===== src/rtl/core/lpft_pkg.sv =====
package lpft_pkg;

  // Page number width carried on the request and the eviction report.
  localparam int unsigned PageW = 32;

  // Width of the reported frame number (low bits of the frame).
  localparam int unsigned FrameIdxW = 3;

  // Default number of page frames.
  localparam int unsigned NumFramesDefault = 8;

endpackage


===== src/rtl/core/lru_page_frame_tracker_core.sv =====
// Fully associative page-frame tracker with LRU replacement.
//
// Request channel: in_valid_i / in_stall_o carry one page number (page_id_i)
// per item. Result channel: out_valid_o / out_stall_i carry one result per
// request: hit flag, frame now holding the page, and the evicted page if a
// full miss forced one out. An item moves when valid is high and stall is low.
//
// Timing: a request is captured in an input register; the tag compares, rank
// update and frame choice are then done in one pass and the result lands in
// the output register once that register is free. Throughput is one item
// per cycle while the receiver does not stall.
//
// Reset empties every frame (valid bits and ranks cleared); tags are not
// cleared since they are only looked at behind a valid bit.
// When the receiver stalls, the result register holds its item, the input
// register fills, and in_stall_o then rises; nothing is lost or repeated.
module lru_page_frame_tracker_core #(
  parameter int unsigned NUM_FRAMES = lpft_pkg::NumFramesDefault
) (
  input  logic                           clk_i,
  input  logic                           rst_ni,
  input  logic                           in_valid_i,
  output logic                           in_stall_o,
  input  logic [lpft_pkg::PageW-1:0]     page_id_i,
  output logic                           out_valid_o,
  input  logic                           out_stall_i,
  output logic                           hit_o,
  output logic [lpft_pkg::FrameIdxW-1:0] frame_index_o,
  output logic                           evicted_valid_o,
  output logic [lpft_pkg::PageW-1:0]     evicted_page_o
);
  import lpft_pkg::*;

  localparam int unsigned FrameW = $clog2(NUM_FRAMES);
  localparam int unsigned RankW  = $clog2(NUM_FRAMES);
  localparam logic [RankW-1:0] OldestRank = RankW'(NUM_FRAMES - 1);

  // input register
  logic             in_valid_q;
  logic [PageW-1:0] page_q;

  // frame state
  logic [PageW-1:0] tag_q   [NUM_FRAMES];
  logic [NUM_FRAMES-1:0] valid_q, valid_d;
  logic [RankW-1:0] rank_q  [NUM_FRAMES];
  logic [RankW-1:0] rank_d  [NUM_FRAMES];

  // result register
  logic                 out_valid_q;
  logic                 hit_q;
  logic [FrameIdxW-1:0] frame_q;
  logic                 ev_valid_q;
  logic [PageW-1:0]     ev_page_q;

  logic out_free;
  logic proc;

  assign out_free   = !out_valid_q || !out_stall_i;
  assign proc       = in_valid_q && out_free;
  assign in_stall_o = in_valid_q && !out_free;

  // lookup and replacement choice
  logic [NUM_FRAMES-1:0] hit_vec;
  logic                  hit;
  logic [FrameW-1:0]     hit_idx;
  logic                  free_any;
  logic [FrameW-1:0]     free_idx;
  logic [FrameW-1:0]     victim_idx;
  logic [FrameW-1:0]     fill_idx;
  logic [FrameW-1:0]     res_idx;
  logic                  full_miss;
  logic [RankW-1:0]      hit_rank;

  always_comb begin
    hit_idx    = '0;
    free_idx   = '0;
    victim_idx = '0;
    for (int i = NUM_FRAMES - 1; i >= 0; i--) begin
      hit_vec[i] = valid_q[i] && (tag_q[i] == page_q);
      if (hit_vec[i]) begin
        hit_idx = FrameW'(i);
      end
      if (!valid_q[i]) begin
        free_idx = FrameW'(i);
      end
      // ranks form a permutation when full, so the oldest is unique
      if (rank_q[i] == OldestRank) begin
        victim_idx = FrameW'(i);
      end
    end
    hit       = |hit_vec;
    free_any  = !(&valid_q);
    full_miss = !hit && !free_any;
    fill_idx  = free_any ? free_idx : victim_idx;
    res_idx   = hit ? hit_idx : fill_idx;
    hit_rank  = rank_q[hit_idx];
  end

  // recency update
  always_comb begin
    for (int i = 0; i < NUM_FRAMES; i++) begin
      valid_d[i] = valid_q[i];
      rank_d[i]  = rank_q[i];
      if (hit) begin
        if (FrameW'(i) == hit_idx) begin
          rank_d[i] = '0;
        end else if (valid_q[i] && (rank_q[i] < hit_rank)) begin
          rank_d[i] = rank_q[i] + 1'b1;
        end
      end else if (FrameW'(i) == fill_idx) begin
        valid_d[i] = 1'b1;
        rank_d[i]  = '0;
      end else if (valid_q[i]) begin
        rank_d[i] = rank_q[i] + 1'b1;
      end
    end
  end

  // control and frame state
  always_ff @(posedge clk_i or negedge rst_ni) begin
    if (!rst_ni) begin
      in_valid_q  <= 1'b0;
      out_valid_q <= 1'b0;
      valid_q     <= '0;
      for (int i = 0; i < NUM_FRAMES; i++) begin
        rank_q[i] <= '0;
      end
    end else begin
      if (!in_stall_o) begin
        in_valid_q <= in_valid_i;
      end
      if (out_free) begin
        out_valid_q <= in_valid_q;
      end
      if (proc) begin
        valid_q <= valid_d;
        for (int i = 0; i < NUM_FRAMES; i++) begin
          rank_q[i] <= rank_d[i];
        end
      end
    end
  end

  // payload: request page, tags, result fields
  always_ff @(posedge clk_i) begin
    if (!in_stall_o && in_valid_i) begin
      page_q <= page_id_i;
    end
    if (proc) begin
      if (!hit) begin
        tag_q[fill_idx] <= page_q;
      end
      hit_q      <= hit;
      frame_q    <= FrameIdxW'(res_idx);
      ev_valid_q <= full_miss;
      ev_page_q  <= full_miss ? tag_q[victim_idx] : '0;
    end
  end

  assign out_valid_o     = out_valid_q;
  assign hit_o           = hit_q;
  assign frame_index_o   = frame_q;
  assign evicted_valid_o = ev_valid_q;
  assign evicted_page_o  = ev_page_q;

endmodule


===== config.mk =====
export PLATFORM = sky130hd
export DESIGN_NAME = lru_page_frame_tracker_core
export DESIGN_NICKNAME = d
export VERILOG_FILES = /design/src/rtl/core/lpft_pkg.sv /design/src/rtl/core/lru_page_frame_tracker_core.sv
export SDC_FILE = /design/constraint.sdc
export NUM_CORES = 1
export LEC_CHECK = 0
export BUFFER_PORTS_ARGS = -buffer_cell sky130_fd_sc_hd__buf_2
export CORE_UTILIZATION = 49
export DETAILED_ROUTE_END_ITERATION = 10
export GPL_TIMING_DRIVEN = 1
export MAX_ROUTING_LAYER = met4
export PLACE_DENSITY_LB_ADDON = 0.08
export RECOVER_POWER = 50
export SYNTH_ARGS = -nofsm -noshare
export SYNTH_HDL_FRONTEND = slang
export SYNTH_SLANG_ARGS = --single-unit

===== constraint.sdc =====
create_clock -name clk_i -period 8.7 [get_ports clk_i]
set_input_delay 0.435 -clock clk_i [delete_from_list [all_inputs] [get_ports clk_i]]
set_output_delay 0.435 -clock clk_i [all_outputs]
set_load 0.005 [all_outputs]

After elaboration in Yosys (flattened, before gate mapping):

Memories as Yosys holds them, arrays and structs flattened. A register that Yosys moved wholly into a read port is not among the register bits.
Cells that the tools add are included.

* reduce and logical (&&, ||, !) cells: 55
* shifts and indexed selects: 0
* add/subtract/negate cells: 8
* mux-type cells: 72
* order comparisons: 9
* bitwise gates (word level): 2
* div/mod/pow operators: 0
* multiply operators: 0
* equal/unequal tests: 38

Operators with widths (count)
* $eq 32x32->1: 8
* $mux 3: 68
* $reduce_and 3->1: 16
* $add 3x1->3 const B: 8
* $eq 3x3->1 const A: 8
* $eq 3x3->1 const B: 8
* $lt 3x3->1: 8
* $ne 3x1->1 const B: 8
* $reduce_bool 3->1: 8
* $logic_and 1x1->1: 20
* $eq 2x3->1 const A: 4
* $bmux 3 s3: 1
* $reduce_and 8->1: 1
* $reduce_or 8->1: 1
* $eq 1x3->1 const A: 2
* $logic_not 1->1: 6
* $logic_not 3->1: 2
* $ge 4x4->1 const B: 1
* $not 3->4: 1
* $mux 1: 3
* $logic_or 1x1->1: 1
* $not 1->1: 1

* memory bits (read-only): 0
* input port bits: 36
* memories kept: 1
* register bits after elaboration: 71
* output and inout port bits: 39
* RAM bits: 256
* bits in latches: 0

Memory list
* tag_q: depth 8, width 32, read ports 9, clocked after memory_dff 1, wr ports 1, RTL line lru_page_frame_tracker_core.sv:43 `logic [PageW-1:0] tag_q [NUM_FRAMES];`

Longest topological paths before layout:

* depth in word-level cells: 19
* mapped depth: 20

Worst setup path after synthesis:

OpenSTA, ideal clock, no wires.

* path type: register -> register
* start point: register page_q[11]
* end point: register rank_q[12] (netlist bit)
* setup slack: 4.235 ns
* cell stages (with the launch flop): 21
* arrival time: 4.340 ns
* library setup time: 0.125 ns
* clock period less this slack: 4.465 ns
* required time: 8.575 ns
* cells stage by stage: edfxtp_1 -> buf_2 -> xor2_1 -> nor4_1 -> nand4_1 -> or4_1 -> and4_1 -> buf_1 -> nand2b_1 -> clkbuf_1 -> mux2_2 -> nor2_1 -> a21oi_1 -> nand2_1 -> ha_1 -> nor2_1 -> o31ai_1 -> o41ai_1 -> a21o_1 -> nor3b_1 -> mux2_2

* word-level cells in the longest chain between the ends: 18
* elaborated cells between the ends (all ways): 37
* those cells by class: order compare: 1; eq/ne: 10; mux: 13; bitwise: 1; reduce/logical: 12

RTL lines
* start, declared: RTL line lru_page_frame_tracker_core.sv:40 `logic [PageW-1:0] page_q;`
* start signal, assigned: RTL line lru_page_frame_tracker_core.sv:147 `page_q <= page_id_i;`
* $eq 32x32->1: RTL line lru_page_frame_tracker_core.sv:79 `hit_vec[i] = valid_q[i] && (tag_q[i] == page_q);`
* $logic_and 1x1->1: RTL line lru_page_frame_tracker_core.sv:79
* $mux 3 (8 in series): RTL line lru_page_frame_tracker_core.sv:80 `if (hit_vec[i]) begin`
* $not 3->4 (not written as such): RTL line lru_page_frame_tracker_core.sv:96 `hit_rank = rank_q[hit_idx];`
* $bmux 3 s3: RTL line lru_page_frame_tracker_core.sv:96
* $mux 3 (not written as such) (2 in series): RTL line lru_page_frame_tracker_core.sv:96
* $lt 3x3->1: RTL line lru_page_frame_tracker_core.sv:107 `end else if (valid_q[i] && (rank_q[i] < hit_rank)) begin`
* $logic_and 1x1->1: RTL line lru_page_frame_tracker_core.sv:107
* $ne 3x1->1 (no line)
* $reduce_and 3->1 (no line)
* end signal, assigned by index: RTL line lru_page_frame_tracker_core.sv:138 `rank_q[i] <= rank_d[i];`
* end, declared: RTL line lru_page_frame_tracker_core.sv:45 `logic [RankW-1:0] rank_q [NUM_FRAMES];`

Parallel ways exist; a longest one is shown, timed or not. The select of a mux whose other input is x is not followed.
A chain may end at the register's enable or synchronous reset.

Final worst setup path:

* start point: register page_q[19]
* end point: register rank_q[12] (netlist bit)

Same word-level chain as after synthesis.

==> flow_metrics.env <==
export IMPL_status="finished, violations left"
export IMPL_violations="max-capacitance violations, max-slew violations"
export IMPL_skew_ps=33.4
export IMPL_dpl_instance_area_um2=19700
export IMPL_worstMarginPinSlew_ps=2680
export IMPL_final_area_um2=21000
export IMPL_leakage_uw=0.00723
export IMPL_die_h_um=198
export IMPL_final_common_cell="edfxtp_1"
export IMPL_tns_ps=0
export IMPL_grt_antenna_before_repair=1
export IMPL_power_density_nw_per_um2=346
export IMPL_syn2layout_area_growth_pct=11.2
export IMPL_grt_pass1_vias=13000
export IMPL_drt_first_pass_iters=5
export IMPL_io_pins=75
export IMPL_ys_seq_elements=359
export IMPL_core_um2=37800
export IMPL_start_kind="flip-flop"
export IMPL_crit_slowest_cell="edfxtp_1"
export IMPL_arrival_ps=5940
export IMPL_clkTransAtPathRegs_ps=60
export IMPL_synth_avg_cell_area_um2=11.7
export IMPL_synth_ff_type="edfxtp_1"
export IMPL_hold_buffers=1
export IMPL_yosys_top_cells_area="edfxtp_1 52%, xor2_1 7.8%, dfrtp_1 4.5%, xnor2_1 3.7%, nand2_1 3.7%"
export IMPL_cts_buffers=41
export IMPL_clock_path_buffers=3
export IMPL_grt_max_degree=74
export IMPL_clkLatencyLatePin_ps=590
export IMPL_syn_area_um2=18900
export IMPL_via_per_inst=6.27
export IMPL_synth_edf_count=325
export IMPL_seq_area_frac_synth_pct=56.3
export IMPL_grt_pass1_wl_um=96900
export IMPL_gp_congestion=1.06
export IMPL_synth_cell_type_count=78
export IMPL_final_max_slew_viol_count=68
export IMPL_cts_sinks=359
export IMPL_drtIter0Drc=1611
export IMPL_die_area_um2=39300
export IMPL_period_needed_ps=5480
export IMPL_drive_gt1_share_pct=9.96
export IMPL_hold_viol=0
export IMPL_relSlewSlack_pct=-78.7
export IMPL_setup_violations=0
export IMPL_die_w_um=198
export IMPL_yosysTopAreaCellShare_pct=51.7
export IMPL_hold_path_startpoint="page_id_i[17]"
export IMPL_rows=71
export IMPL_rsz0062_at_grt="false"
export IMPL_cts_root_buf="clkbuf_16"
export IMPL_drt_total_wl_um=68600
export IMPL_drt_wirelength_per_cell_um=31.0
export IMPL_crit_path_end_kind="flip-flop"
export IMPL_crit_path_start="page_q[19]$_DFFE_PP_"
export IMPL_synthArstFlopShare_pct=9.47
export IMPL_synthCells=1617
export IMPL_hpwlAfterDp_um=50000
export IMPL_hold_path_class="in -> reg"
export IMPL_mostFrequentLayoutCells="325 x edfxtp_1, 184 x nand2_1, 168 x xor2_1, 83 x nor4_1, 80 x xnor2_1"
export IMPL_h_tree_depth=2
export IMPL_io_buffers=74
export IMPL_cp_cell_sequence="xor2_1 > nor4_1 > nand4_1 > or4_1 > and4_1 > nand2b_1 > mux2_2 > nor2_1 > a21oi_1 > nand2_1 > ha_1 > nand2b_1 > o41ai_1 > a21o_1 > o21ai_0 > mux2_2"
export IMPL_timing_final_crit_share_pct=63.0
export IMPL_fmax_ghz=0.182
export IMPL_max_stage_delay_ps=850
export IMPL_yosys_warnings=0
export IMPL_crit_fanout=16
export IMPL_cts_tree="built"
export IMPL_grt_ovfl_total=0
export IMPL_crit_type="reg -> reg"
export IMPL_ant_nets=0
export IMPL_num_nets_final=1724
export IMPL_route_detailed_drc=0
export IMPL_worstPathRequired_ps=9160
export IMPL_syn_num_nets=1677
export IMPL_track_usage_pct=36.7
export IMPL_initial_core_util_pct=50.0
export IMPL_r2r_start="page_q[19]$_DFFE_PP_"
export IMPL_drv_cap=2
export IMPL_ctsResizeCount=0
export IMPL_holdWs_ps=25.1
export IMPL_synth_top_cell_by_area="edfxtp_1"
export IMPL_ir_drop_v=0.000252
export IMPL_vias=13900
export IMPL_post_cts_setup_buffers=0
[kinds of logic (layout without fill, tap and decap cells)]
| kind of cell | count (synthesis) | in the layout | share of synthesized area [%] |
|---|---|---|---|
| XOR/XNOR | 248 | 248 | 11.5 |
| AO/OA/AOI/OAI | 271 | 271 | 10.4 |
| multiplexers | 15 | 15 | 0.849 |
| AND/OR/NAND/NOR | 589 | 589 | 16.5 |
| adder cells (fa/ha/maj) | 25 | 25 | 1.65 |
| buffers and inverters | 110 | 190 | 2.81 |
| other | 0 | 3 | 0 |
| flip-flops | 359 | 359 | 56.3 |
[per-layer routing]
metal  up-vias  wire length (µm)  GRT usage (%)  part of all wire, %
li1       6183                 -              -                    -
met1      7027             29900           49.5                   44
met2       556             31600           56.2                   46
met3        94              4710           5.91                  6.9
met4         0              2330           12.5                  3.4
met5         -                 0              -                    0
[synth_stat cells, drive strengths merged, types with 19 or more instances]
master	instances
a31oi	34
buf	41
nor4	85
o21ai	23
nor3	28
xor2	168
clkbuf	50
inv	19
a21oi	47
nand3	21
edfxtp	325
a311oi	33
ha	24
dfrtp	34
a211oi	66
nand2	184
and2	66
nor2	67
nand2b	32
xnor2	80
nand4	44
[final timing paths]
| kind | end | slack, ps | cells past startpoint |
|---|---|---|---|
| worst min-delay path | page_q[17]$_DFFE_PP_ | 30 | 1 |
| min in group asynchronous | rank_q[6]$_DFFE_PN0P_ | 950 | 2 |
| worst max register to register | rank_q[12]$_DFFE_PN0P_ | 3220 | 16 |
| worst min register to register | out_valid_o$_DFFE_PN0N_ | 490 | 1 |
| max in group asynchronous | rank_q[8]$_DFFE_PN0P_ | 6660 | 2 |
| worst max-delay path | rank_q[12]$_DFFE_PN0P_ | 3220 | 16 |
[where the power goes]
| part | internal (µW) | switching [µW] |
|---|---|---|
| sequential | 2440 | 326 |
| clock | 1020 | 736 |
| combinational | 817 | 1920 |
| total | 4280 | 2980 |
[through the flow]
stage | power (µW) | util (%) | worst slack [ps] | cells
2_1_floorplan | 4350 | - | 4230 | 1617
3_3_place_gp | 5490 | 52.1 | 3340 | 2131
3_5_place_dp | 5510 | 52.1 | 3340 | 2131
4_1_cts | 7270 | 55.6 | 3250 | 2208
5_1_grt | 7580 | 55.6 | 2890 | 2211
6_report | 7260 | 55.6 | 3220 | 2211
[critical path, delay by kind of cell (launching register included)]
family                     cells  cell delay (ps)
and+or+nand+nor                8             2570
xor gates and xnor gates       1              250
adders and majority gates      1              290
muxes                          2              620
AOI/OAI and AO/OA              4              740
DFF                            1              850
[sequential cells by signal, summed over array words and instances (netlist names)]
register / count
out_valid_o: 1
hit_o: 1
valid_q: 8
tag_q: 256
frame_index_o: 3
in_valid_q: 1
page_q: 32
evicted_valid_o: 1
rank_q: 24
evicted_page_o: 32
[cell type report]
type / count / area, µm²
Clock buffer: 47 / 1050
Tap cell: 511 / 639
Timing Repair Buffer: 95 / 490
Antenna cell: 3 / 7.51
Sequential cell: 359 / 10600
Clock inverter: 29 / 295
Fill cell: 3225 / 16800
Inverter: 19 / 71.3
Multi-Input combinational cell: 1148 / 7810
Note: power is estimated with default switching activity, not from simulation.
